==> config.mk <==
export PLATFORM = sky130hd
export DESIGN_NAME = integer_to_radix_digits_flat
export DESIGN_NICKNAME = d
export VERILOG_FILES = /design/src/rtl/itrd_pkg.sv /design/src/rtl/itrd_if.sv /design/src/rtl/integer_to_radix_digits.sv /design/src/rtl/itrd_divider.sv /design/src/flat_wrapper.sv
export VERILOG_INCLUDE_DIRS = /design/src /design/src/rtl
export SDC_FILE = /design/constraint.sdc
export NUM_CORES = 1
export LEC_CHECK = 0
export BUFFER_PORTS_ARGS = -buffer_cell sky130_fd_sc_hd__buf_2
export CAP_MARGIN = 40
export CORE_MARGIN = 8
export CORE_UTILIZATION = 58
export CTS_BUF_LIST = sky130_fd_sc_hd__clkbuf_16
export CTS_CLUSTER_DIAMETER = 30
export DETAILED_ROUTE_END_ITERATION = 12
export GPL_TIMING_DRIVEN = 0
export PLACE_DENSITY = 0.79
export SLEW_MARGIN = 20
export SYNTH_ARGS = -nofsm -noshare
export SYNTH_HDL_FRONTEND = slang
export SYNTH_SLANG_ARGS = --single-unit
==> constraint.sdc <==
create_clock -name clk -period 27.8 [get_ports clk]
set_input_delay 6.95 -clock clk [delete_from_list [all_inputs] [get_ports clk]]
set_output_delay 6.95 -clock clk [all_outputs]
set_load 0.03 [all_outputs]
==> src/rtl/integer_to_radix_digits_macros.svh <==
// Assertion macros for the integer_to_radix_digits block.
// Included by files that carry concurrent checks; no other dependencies.
`ifndef INTEGER_TO_RADIX_DIGITS_MACROS_SVH
`define INTEGER_TO_RADIX_DIGITS_MACROS_SVH
`ifndef SYNTH
`define ITRD_ASSERT_IMP(lbl, clk, rstn, ante, cons, msg) \
	lbl: assert property (@(posedge clk) disable iff (!(rstn)) (ante) |-> (cons)) \
	else $error(msg);
`define ITRD_ASSERT_NXT(lbl, clk, rstn, ante, cons, msg) \
	lbl: assert property (@(posedge clk) disable iff (!(rstn)) (ante) |=> (cons)) \
	else $error(msg);
`else
`define ITRD_ASSERT_IMP(lbl, clk, rstn, ante, cons, msg)
`define ITRD_ASSERT_NXT(lbl, clk, rstn, ante, cons, msg)
`endif
`endif

==> src/rtl/itrd_pkg.sv <==
// Shared constants, codes and types for the integer_to_radix_digits block.
// No dependencies.
package itrd_pkg;

	localparam int MAX_BASE   = 16;
	localparam int MAX_DIGITS = 32;
	localparam int VALUE_W    = 32;
	localparam int CHAR_W     = 8;
	localparam int LEN_W      = 5;
	localparam int ALPHA_AW   = $clog2(MAX_BASE);
	localparam int DIGIT_W    = ALPHA_AW;
	localparam int BUF_AW     = $clog2(MAX_DIGITS);
	localparam int CNT_W      = $clog2(MAX_DIGITS + 1);
	localparam int DIV_BITS   = 8;
	localparam int DIV_PASSES = VALUE_W / DIV_BITS;
	localparam int PASS_W     = $clog2(DIV_PASSES);
	localparam int SEEN_AW    = CHAR_W - 1;
	localparam int SEEN_W     = 2 ** SEEN_AW;

	localparam logic [LEN_W-1:0]  BASE_LEN_RESET = LEN_W'(10);
	localparam logic [LEN_W-1:0]  MIN_LEN        = LEN_W'(2);
	localparam logic [LEN_W-1:0]  MAX_LEN        = LEN_W'(MAX_BASE);
	localparam logic [CHAR_W-1:0] CHAR_PLUS      = 8'h2B;
	localparam logic [CHAR_W-1:0] CHAR_MINUS     = 8'h2D;
	localparam logic [CHAR_W-1:0] CHAR_NUL       = 8'h00;
	localparam logic [CHAR_W-1:0] PRINT_LOW      = 8'd32;
	localparam logic [CHAR_W-1:0] PRINT_HIGH     = 8'd126;

	typedef enum logic {
		CMD_LOAD    = 1'b0,
		CMD_CONVERT = 1'b1
	} cmd_t;

	typedef enum logic [2:0] {
		ST_IDLE,
		ST_CHECK,
		ST_DIV,
		ST_SIGN,
		ST_FETCH,
		ST_PUT,
		ST_ERR
	} state_t;

	typedef struct packed {
		logic                done;
		logic [VALUE_W-1:0]  quotient;
		logic [DIGIT_W-1:0]  remainder;
	} div_stat_t;

endpackage

==> src/rtl/itrd_if.sv <==
// Valid/ready channel interfaces for the command and character words.
// Depends on itrd_pkg.
interface itrd_item_if;
	logic                              valid;
	logic                              ready;
	logic                              command;
	logic [itrd_pkg::ALPHA_AW-1:0]     entry_index;
	logic [itrd_pkg::CHAR_W-1:0]       entry_char;
	logic signed [itrd_pkg::VALUE_W-1:0] value;

	modport source(output valid, command, entry_index, entry_char, value, input ready);
	modport sink(input valid, command, entry_index, entry_char, value, output ready);
endinterface

interface itrd_result_if;
	logic                          valid;
	logic                          ready;
	logic [itrd_pkg::CHAR_W-1:0]   out_char;
	logic                          is_last;
	logic                          base_error;

	modport source(output valid, out_char, is_last, base_error, input ready);
	modport sink(input valid, out_char, is_last, base_error, output ready);
endinterface

==> src/rtl/integer_to_radix_digits.sv <==
// Sequence: the check phase reads the base_length alphabet entries, the divider makes each
// digit in 4 passes of 8 bits, negatives get a minus sign, and each digit character
// is fetched from the alphabet RAM, then put. One word is taken at a time; output stalls
// hold sign, digit and error words. Load words write the alphabet; a bad length is an error.
// Reset: sequencer idle, base_length 10, output register empty; alphabet and digit store
// are not cleared. Depends on itrd_pkg, itrd_if, itrd_divider and the macro header.
`include "integer_to_radix_digits_macros.svh"

module integer_to_radix_digits (
	input  logic                         clk,
	input  logic                         arst_n,
	input  logic                         cfg_we,
	input  logic [itrd_pkg::LEN_W-1:0]   cfg_wdata,
	itrd_item_if.sink                    item,
	itrd_result_if.source                result
);

	itrd_pkg::state_t state_q, state_d;

	logic [itrd_pkg::LEN_W-1:0]    base_len_q;
	logic [itrd_pkg::LEN_W-1:0]    len_m1;
	logic [itrd_pkg::ALPHA_AW-1:0] idx_q;
	logic [itrd_pkg::CNT_W-1:0]    cnt_q;
	logic [itrd_pkg::CNT_W-1:0]    cnt_m1;
	logic [itrd_pkg::CNT_W-1:0]    cnt_inc;
	logic [itrd_pkg::VALUE_W-1:0]  raw;
	logic [itrd_pkg::VALUE_W-1:0]  mag_q;
	logic                          neg_q;
	logic [itrd_pkg::SEEN_W-1:0]   seen_q;

	logic [itrd_pkg::CHAR_W-1:0]   alpha_mem [itrd_pkg::MAX_BASE];
	logic [itrd_pkg::CHAR_W-1:0]   alpha_rd_q;
	logic                          alpha_re;
	logic [itrd_pkg::ALPHA_AW-1:0] alpha_ra;

	logic [itrd_pkg::DIGIT_W-1:0]  buf_q [itrd_pkg::MAX_DIGITS];
	logic [itrd_pkg::DIGIT_W-1:0]  buf_rd;

	logic                          item_acc;
	logic                          conv_acc;
	logic                          len_bad;
	logic                          chr_bad;
	logic                          chk_end;
	logic                          last_digit;
	logic                          out_free;

	logic                          div_start;
	logic [itrd_pkg::VALUE_W-1:0]  div_dividend;
	itrd_pkg::div_stat_t           div_st;

	logic                          out_valid_q;
	logic [itrd_pkg::CHAR_W-1:0]   out_char_q;
	logic                          out_last_q;
	logic                          out_err_q;
	logic                          out_ld;
	logic [itrd_pkg::CHAR_W-1:0]   out_char_d;
	logic                          out_last_d;
	logic                          out_err_d;

	itrd_divider u_div (
		.clk      (clk),
		.arst_n   (arst_n),
		.start    (div_start),
		.dividend (div_dividend),
		.radix    (base_len_q),
		.stat     (div_st)
	);

	assign item.ready = (state_q == itrd_pkg::ST_IDLE);
	assign item_acc   = item.valid && item.ready;
	assign conv_acc   = item_acc && (item.command == itrd_pkg::CMD_CONVERT);
	assign raw        = item.value;

	assign len_m1     = base_len_q - itrd_pkg::LEN_W'(1);
	assign len_bad    = (base_len_q < itrd_pkg::MIN_LEN) || (base_len_q > itrd_pkg::MAX_LEN);
	assign chr_bad    = (alpha_rd_q == itrd_pkg::CHAR_PLUS) ||
	                    (alpha_rd_q == itrd_pkg::CHAR_MINUS) ||
	                    (alpha_rd_q < itrd_pkg::PRINT_LOW) ||
	                    (alpha_rd_q > itrd_pkg::PRINT_HIGH) ||
	                    seen_q[alpha_rd_q[itrd_pkg::SEEN_AW-1:0]];
	assign chk_end    = (idx_q == len_m1[itrd_pkg::ALPHA_AW-1:0]);

	assign cnt_m1     = cnt_q - itrd_pkg::CNT_W'(1);
	assign cnt_inc    = cnt_q + itrd_pkg::CNT_W'(1);
	assign buf_rd     = buf_q[cnt_m1[itrd_pkg::BUF_AW-1:0]];
	assign last_digit = (cnt_q == itrd_pkg::CNT_W'(1));
	assign out_free   = !out_valid_q || result.ready;

	always_ff @(posedge clk or negedge arst_n) begin
		if (!arst_n) begin
			state_q <= itrd_pkg::ST_IDLE;
		end else begin
			state_q <= state_d;
		end
	end

	always_comb begin
		state_d      = state_q;
		alpha_re     = 1'b0;
		alpha_ra     = '0;
		div_start    = 1'b0;
		div_dividend = div_st.quotient;
		out_ld       = 1'b0;
		out_char_d   = itrd_pkg::CHAR_NUL;
		out_last_d   = 1'b0;
		out_err_d    = 1'b0;
		unique case (state_q)
			itrd_pkg::ST_IDLE: begin
				if (conv_acc) begin
					if (len_bad) begin
						state_d = itrd_pkg::ST_ERR;
					end else begin
						alpha_re = 1'b1;
						state_d  = itrd_pkg::ST_CHECK;
					end
				end
			end
			itrd_pkg::ST_CHECK: begin
				alpha_re = 1'b1;
				alpha_ra = idx_q + itrd_pkg::ALPHA_AW'(1);
				if (chr_bad) begin
					state_d = itrd_pkg::ST_ERR;
				end else if (chk_end) begin
					div_start    = 1'b1;
					div_dividend = mag_q;
					state_d      = itrd_pkg::ST_DIV;
				end
			end
			itrd_pkg::ST_DIV: begin
				if (div_st.done) begin
					if ((div_st.quotient == '0) ||
					    (cnt_inc == itrd_pkg::CNT_W'(itrd_pkg::MAX_DIGITS))) begin
						state_d = neg_q ? itrd_pkg::ST_SIGN : itrd_pkg::ST_FETCH;
					end else begin
						div_start = 1'b1;
					end
				end
			end
			itrd_pkg::ST_SIGN: begin
				if (out_free) begin
					out_ld     = 1'b1;
					out_char_d = itrd_pkg::CHAR_MINUS;
					state_d    = itrd_pkg::ST_FETCH;
				end
			end
			itrd_pkg::ST_FETCH: begin
				alpha_re = 1'b1;
				alpha_ra = buf_rd;
				state_d  = itrd_pkg::ST_PUT;
			end
			itrd_pkg::ST_PUT: begin
				if (out_free) begin
					out_ld     = 1'b1;
					out_char_d = alpha_rd_q;
					out_last_d = last_digit;
					state_d    = last_digit ? itrd_pkg::ST_IDLE : itrd_pkg::ST_FETCH;
				end
			end
			itrd_pkg::ST_ERR: begin
				if (out_free) begin
					out_ld     = 1'b1;
					out_last_d = 1'b1;
					out_err_d  = 1'b1;
					state_d    = itrd_pkg::ST_IDLE;
				end
			end
			default: begin
				state_d = itrd_pkg::ST_IDLE;
			end
		endcase
	end

	always_ff @(posedge clk or negedge arst_n) begin
		if (!arst_n) begin
			base_len_q  <= itrd_pkg::BASE_LEN_RESET;
			idx_q       <= '0;
			cnt_q       <= '0;
			out_valid_q <= 1'b0;
		end else begin
			if (cfg_we) begin
				base_len_q <= cfg_wdata;
			end
			if (conv_acc) begin
				idx_q <= '0;
			end else if (state_q == itrd_pkg::ST_CHECK) begin
				idx_q <= idx_q + itrd_pkg::ALPHA_AW'(1);
			end
			if (conv_acc) begin
				cnt_q <= '0;
			end else if (state_q == itrd_pkg::ST_DIV && div_st.done) begin
				cnt_q <= cnt_inc;
			end else if (state_q == itrd_pkg::ST_PUT && out_free) begin
				cnt_q <= cnt_m1;
			end
			if (out_ld) begin
				out_valid_q <= 1'b1;
			end else if (result.ready) begin
				out_valid_q <= 1'b0;
			end
		end
	end

	// alphabet RAM: one write, one registered read
	always_ff @(posedge clk) begin
		if (item_acc && item.command == itrd_pkg::CMD_LOAD) begin
			alpha_mem[item.entry_index] <= item.entry_char;
		end
		if (alpha_re) begin
			alpha_rd_q <= alpha_mem[alpha_ra];
		end
	end

	always_ff @(posedge clk) begin
		if (conv_acc) begin
			neg_q  <= raw[itrd_pkg::VALUE_W-1];
			mag_q  <= raw[itrd_pkg::VALUE_W-1] ? (itrd_pkg::VALUE_W'(0) - raw) : raw;
			seen_q <= '0;
		end else if (state_q == itrd_pkg::ST_CHECK) begin
			seen_q[alpha_rd_q[itrd_pkg::SEEN_AW-1:0]] <= 1'b1;
		end
		if (state_q == itrd_pkg::ST_DIV && div_st.done) begin
			buf_q[cnt_q[itrd_pkg::BUF_AW-1:0]] <= div_st.remainder;
		end
		if (out_ld) begin
			out_char_q <= out_char_d;
			out_last_q <= out_last_d;
			out_err_q  <= out_err_d;
		end
	end

	assign result.valid      = out_valid_q;
	assign result.out_char   = out_char_q;
	assign result.is_last    = out_last_q;
	assign result.base_error = out_err_q;

	`ITRD_ASSERT_IMP(a_err_is_last, clk, arst_n, out_valid_q && out_err_q, out_last_q,
		"base error word not marked last")
	`ITRD_ASSERT_IMP(a_emit_cnt_nonzero, clk, arst_n,
		(state_q == itrd_pkg::ST_FETCH) || (state_q == itrd_pkg::ST_PUT), cnt_q != '0,
		"digit emission with empty digit store")
	`ITRD_ASSERT_IMP(a_div_done_in_div, clk, arst_n, div_st.done,
		state_q == itrd_pkg::ST_DIV, "divider finished outside division phase")

endmodule

==> src/rtl/itrd_divider.sv <==
// Iterative divider: 32-bit dividend by a small radix, 8 quotient bits per cycle.
// Depends on itrd_pkg.
module itrd_divider (
	input  logic                           clk,
	input  logic                           arst_n,
	input  logic                           start,
	input  logic [itrd_pkg::VALUE_W-1:0]   dividend,
	input  logic [itrd_pkg::LEN_W-1:0]     radix,
	output itrd_pkg::div_stat_t            stat
);

	logic [itrd_pkg::VALUE_W-1:0] dq_q;
	logic [itrd_pkg::DIGIT_W-1:0] rem_q;
	logic [itrd_pkg::PASS_W-1:0]  pass_q;
	logic                         busy_q;
	logic                         done_q;
	logic [itrd_pkg::VALUE_W-1:0] dq_d;
	logic [itrd_pkg::DIGIT_W-1:0] rem_d;

	// restoring steps, remainder stays below radix
	always_comb begin
		logic [itrd_pkg::LEN_W-1:0] t;
		logic                       qb;
		rem_d = rem_q;
		dq_d  = dq_q;
		for (int i = 0; i < itrd_pkg::DIV_BITS; i++) begin
			t  = {rem_d, dq_d[itrd_pkg::VALUE_W-1]};
			qb = (t >= radix);
			if (qb) begin
				t = t - radix;
			end
			rem_d = t[itrd_pkg::DIGIT_W-1:0];
			dq_d  = {dq_d[itrd_pkg::VALUE_W-2:0], qb};
		end
	end

	always_ff @(posedge clk or negedge arst_n) begin
		if (!arst_n) begin
			busy_q <= 1'b0;
			done_q <= 1'b0;
			pass_q <= '0;
		end else if (start) begin
			busy_q <= 1'b1;
			done_q <= 1'b0;
			pass_q <= '0;
		end else if (busy_q) begin
			pass_q <= pass_q + itrd_pkg::PASS_W'(1);
			if (pass_q == itrd_pkg::PASS_W'(itrd_pkg::DIV_PASSES - 1)) begin
				busy_q <= 1'b0;
				done_q <= 1'b1;
			end
		end else begin
			done_q <= 1'b0;
		end
	end

	always_ff @(posedge clk) begin
		if (start) begin
			dq_q  <= dividend;
			rem_q <= '0;
		end else if (busy_q) begin
			dq_q  <= dq_d;
			rem_q <= rem_d;
		end
	end

	assign stat.done      = done_q;
	assign stat.quotient  = dq_q;
	assign stat.remainder = rem_q;

endmodule
==> src/flat_wrapper.sv <==
// flat-port wrapper written by rule: the top's interface ports become plain ports
module integer_to_radix_digits_flat 
  (clk, arst_n, cfg_we, cfg_wdata, item_valid, item_command, item_entry_index, item_entry_char, item_value, item_ready, result_valid, result_out_char, result_is_last, result_base_error, result_ready);
  itrd_item_if item_i ();
  itrd_result_if result_i ();
  input  logic clk;
  input  logic arst_n;
  input  logic cfg_we;
  input  logic [itrd_pkg::LEN_W-1:0] cfg_wdata;
  input wire logic [$bits(item_i.valid)-1:0] item_valid;
  input wire logic [$bits(item_i.command)-1:0] item_command;
  input wire logic [$bits(item_i.entry_index)-1:0] item_entry_index;
  input wire logic [$bits(item_i.entry_char)-1:0] item_entry_char;
  input wire logic [$bits(item_i.value)-1:0] item_value;
  output wire logic [$bits(item_i.ready)-1:0] item_ready;
  output wire logic [$bits(result_i.valid)-1:0] result_valid;
  output wire logic [$bits(result_i.out_char)-1:0] result_out_char;
  output wire logic [$bits(result_i.is_last)-1:0] result_is_last;
  output wire logic [$bits(result_i.base_error)-1:0] result_base_error;
  input wire logic [$bits(result_i.ready)-1:0] result_ready;
  assign item_i.valid = item_valid;
  assign item_i.command = item_command;
  assign item_i.entry_index = item_entry_index;
  assign item_i.entry_char = item_entry_char;
  assign item_i.value = item_value;
  assign item_ready = item_i.ready;
  assign result_valid = result_i.valid;
  assign result_out_char = result_i.out_char;
  assign result_is_last = result_i.is_last;
  assign result_base_error = result_i.base_error;
  assign result_i.ready = result_ready;
  integer_to_radix_digits u_core (.clk(clk), .arst_n(arst_n), .cfg_we(cfg_we), .cfg_wdata(cfg_wdata), .item(item_i), .result(result_i));
endmodule
==> reports/summary.log <==
INFO  synth          synth-edff-count=339
INFO  synth          synthesis.instances=1,733
INFO  timing         min_period_over_period=0.532
INFO  place          dp.final_hpwl=36.8mm
INFO  cts            cts_resized=0
INFO  cells_and_area finish.utilization=0.704
INFO  critical_path  critPathMaxStageDelay=0.74ns
INFO  detailed_routing post_drt_via_cell_ratio=6.38
INFO  cts            clkSinkCount=462
INFO  timing         fmax=67.7MHz
INFO  detailed_routing via_count=15,600
INFO  cells_and_area final_common_cell=sky130_fd_sc_hd__edfxtp_1
INFO  die            initial_util=0.589
INFO  timing         hold_viol_final=0
INFO  critical_path  critPathMostFrequentCell=sky130_fd_sc_hd__o21ai_0
INFO  hold_path      hold_path.class=register to register
INFO  synth          ys_ff_latch=462
INFO  cells_and_area mostFrequentLayoutCells=sky130_fd_sc_hd__edfxtp_1 (339), sky130_fd_sc_hd__nor2_1 (188), sky130_fd_sc_hd__a21oi_1 (138)
INFO  timing         maxSlewHeadroom=0.432
INFO  power          power.density=95.2nW/um^2
INFO  global_route   grt_pass1_wl=88.6mm
INFO  detailed_routing ant_nets=0
INFO  power          power.leakage=9.86nW
INFO  detailed_routing drt_drc_violations_left=0
INFO  global_route   grt.met3_usage=0.0560
INFO  cts            cts.path.max_buffers=3
INFO  critical_path  cp.required=28.27ns
INFO  detailed_routing drtIter0Drc=2,037
INFO  timing         timing.final.max_slew_violations=0
INFO  synth          synth.cell_area=21,600squm
INFO  timing         post-route-min-period=14.78ns
INFO  synth          synth.net_count=1,845
INFO  cells_and_area layout.filler_cells=2,407
INFO  cells_and_area fraction_of_layout_instances_using_a_drive_strength_above_1=0.190
INFO  timing         max_slew.worst_pin.slew=0.848ns
INFO  synth          warnings_from_yosys=0
INFO  global_route   global_route.usage.total=0.256
INFO  timing         unrepaired_setup_endpoints_after_global_routing=no
INFO  synth          synth_ff_type=sky130_fd_sc_hd__edfxtp_1
INFO  critical_path  critPathSlowestCell=sky130_fd_sc_hd__dfstp_2
INFO  cells_and_area layout-area-overhead-vs-synth=19.5%
INFO  cts            numCtsBuffers=88
INFO  die            fp.dieH=209um
INFO  timing         holdWs=0.464ns
INFO  place          io_buffer_count=65
INFO  critical_path  critical_path.endpoint_type=register
INFO  power          ir_drop=0.161mV
INFO  global_route   grt_use_met2=0.415
INFO  run_status     run_status=complete, no violations
INFO  critical_path  timing_worst_setup_path_type=register to register
INFO  synth          seq_area_frac_synth=0.591
INFO  cts            clockRootBuffer=sky130_fd_sc_hd__clkbuf_16
INFO  cells_and_area instances_no_fill=2,452
INFO  die            die_area=43,600squm
INFO  cts            cts_tree=built
INFO  global_route   number_of_antenna_violations_at_the_first_check_in_global_routing=0
INFO  detailed_routing wl_per_cell=23.1um
INFO  global_route   grt_start_max_net_pins=34
INFO  critical_path  worst_setup_path_start_kind=register
INFO  global_route   first_global_vias=15,800
INFO  die            core_region_area=36,600squm
INFO  timing         finalSetupViolations=0
INFO  global_route   global_route.usage.met1=0.332
INFO  timing         setup-tns-final=0ns
INFO  cts            cts_stage_hold_buffer_count=0
INFO  cells_and_area antenna_cells_inserted=0
INFO  critical_path  critical_path_peak_fanout=12
INFO  cts            post-cts-setup-buffer-count=0
INFO  run            maxCapViolCount=0
INFO  synth          synthArstFlopShare=0.0498
INFO  cells_and_area number_of_nets_in_the_final_layout=2,020
INFO  cts            clk_pin_slew_worst_paths=0.05ns
INFO  detailed_routing first_pass_iters=8
INFO  cts            cts.htree.levels=3
INFO  timing         worst_clock_skew=0.0255ns
INFO  global_route   grt.busiest_layer=met2
INFO  synth          synthesis.area_per_instance=12.4squm
INFO  die            placementRows=70
INFO  detailed_routing drt_wl_total=56.6mm
INFO  die            boundaryPins=67
INFO  cts            clk_latency=0.61ns
INFO  place          dp_cells=2,282
INFO  critical_path  arrival=15.25ns
INFO  global_route   grt-ovfl-total=0
INFO  die            die_width=209um
INFO  synth          synth_cell_type_count=88
INFO  place          gp_congestion=0.964
==> state kept, by name, indices dropped and copies added, names as in the netlist, 2 cells and up <==
register,flops
u_core.alpha_rd_q,8
u_core.seen_q,96
u_core.cnt_q,6
u_core.buf_q,128
u_core.u_div.dq_q,32
u_core.idx_q,4
u_core.mag_q,32
u_core.alpha_mem,128
u_core.state_q,3
u_core.result.out_char,8
u_core.u_div.pass_q,2
u_core.u_div.rem_q,4
u_core.base_len_q,5
==> stage by stage <==
stage,setup slack [ns],total power [W],area (sq um)
after global placement,13.67,0.00132,22500
after floorplan,15.60,0.00123,21600
after detailed placement,13.36,0.00134,22700
after global routing,11.58,0.00257,25800
after CTS,13.10,0.00245,25800
final,13.02,0.00245,25800
==> metal layers <==
metal  share of wire  wire (um)
met5               0          0
met4           0.035       2000
met3           0.090       5100
met2            0.48      26900
met1            0.40      22600
==> worst max-delay path, delay by kind of cell (launching register included) <==
family / cells / cell delay [ns]
compound gates: 29 / 6.48
fa+ha+maj: 8 / 2.47
buf+inv: 9 / 1.60
flops: 1 / 0.74
mux: 4 / 1.58
simple gates: 13 / 1.74
==> kinds of logic (layout without fill, tap and decap cells) <==
group | after synthesis | count (layout) | synth area share
AND/OR/NAND/NOR | 489 | 489 | 0.104
flip-flops | 462 | 462 | 0.591
AO/OA/AOI/OAI | 393 | 393 | 0.126
buffers and inverters | 155 | 406 | 0.0347
multiplexers | 116 | 116 | 0.0827
XOR/XNOR | 61 | 61 | 0.0251
adder cells (fa/ha/maj) | 57 | 57 | 0.0358
==> cell type report <==
type	count	area, sq um	area share
buffer	101	548	0.0213
clock buffer	90	2250	0.0873
clock inverter	76	842	0.0327
inverter	54	203	0.00786
multi-input combinational	1116	8080	0.314
sequential	462	12800	0.495
tap	468	586	0.0227
timing repair buffer	85	509	0.0198
==> cell usage after synthesis, types with 6 or more instances <==
library cell                 n  share of area
sky130_fd_sc_hd__edfxtp_1  339           0.47
sky130_fd_sc_hd__nor2_1    188          0.033
sky130_fd_sc_hd__a21oi_1   138          0.032
sky130_fd_sc_hd__nand2_1   135          0.023
sky130_fd_sc_hd__dfxtp_1   100          0.093
sky130_fd_sc_hd__clkbuf_1   55         0.0096
sky130_fd_sc_hd__inv_1      51         0.0089
sky130_fd_sc_hd__ha_1       49          0.028
sky130_fd_sc_hd__o21ai_0    44          0.010
sky130_fd_sc_hd__xnor2_1    43          0.017
sky130_fd_sc_hd__mux4_2     35          0.037
sky130_fd_sc_hd__mux2_4     30          0.021
sky130_fd_sc_hd__nand3_1    30         0.0070
sky130_fd_sc_hd__a221oi_1   28          0.011
sky130_fd_sc_hd__o31a_1     24         0.0097
sky130_fd_sc_hd__mux2i_1    23          0.011
sky130_fd_sc_hd__dfrtp_1    21          0.024
sky130_fd_sc_hd__buf_2      20         0.0046
sky130_fd_sc_hd__mux2_2     19         0.0099
sky130_fd_sc_hd__nor3_1     19         0.0044
sky130_fd_sc_hd__nand2b_1   17         0.0049
sky130_fd_sc_hd__nor2b_1    17         0.0049
sky130_fd_sc_hd__xor2_1     17         0.0069
sky130_fd_sc_hd__and2_1     16         0.0046
sky130_fd_sc_hd__buf_6      15         0.0078
sky130_fd_sc_hd__a31oi_1    13         0.0038
sky130_fd_sc_hd__a211oi_1   12         0.0042
sky130_fd_sc_hd__and3_1     11         0.0032
sky130_fd_sc_hd__nor4_1     11         0.0032
sky130_fd_sc_hd__a211o_1    10         0.0041
sky130_fd_sc_hd__and4_1     10         0.0041
sky130_fd_sc_hd__a221o_1     9         0.0042
sky130_fd_sc_hd__mux2_1      9         0.0047
sky130_fd_sc_hd__a21o_1      8         0.0028
sky130_fd_sc_hd__a32oi_1     8         0.0032
sky130_fd_sc_hd__buf_4       8         0.0028
sky130_fd_sc_hd__fa_1        8         0.0074
sky130_fd_sc_hd__o32ai_1     8         0.0032
sky130_fd_sc_hd__or3_1       8         0.0023
sky130_fd_sc_hd__a22oi_1     7         0.0024
sky130_fd_sc_hd__nand4_1     7         0.0020
sky130_fd_sc_hd__o31ai_1     7         0.0024
sky130_fd_sc_hd__a311oi_1    6         0.0024
sky130_fd_sc_hd__o22ai_1     6         0.0017
==> worst paths after layout <==
kind                                      start                     to  slack, ns  cells after the start
max reg2reg                u_core.base_len_q[1]  u_core.u_div.rem_q[3]      13.02                     63
min reg2reg                  u_core.seen_q[102]     u_core.seen_q[102]       0.46                      2
min                          u_core.seen_q[102]     u_core.seen_q[102]       0.46                      2
max                        u_core.base_len_q[1]  u_core.u_div.rem_q[3]      13.02                     63
min in group asynchronous                arst_n   u_core.base_len_q[2]       6.35                      1
max in group asynchronous                arst_n      u_core.state_q[2]      21.05                      1
==> where the power goes <==
part           switching (W)  internal [W]
clock network       0.000364      0.000731
registers         0.00000194      0.000749
logic               0.000325      0.000285
(Power assumes the default switching activity.)
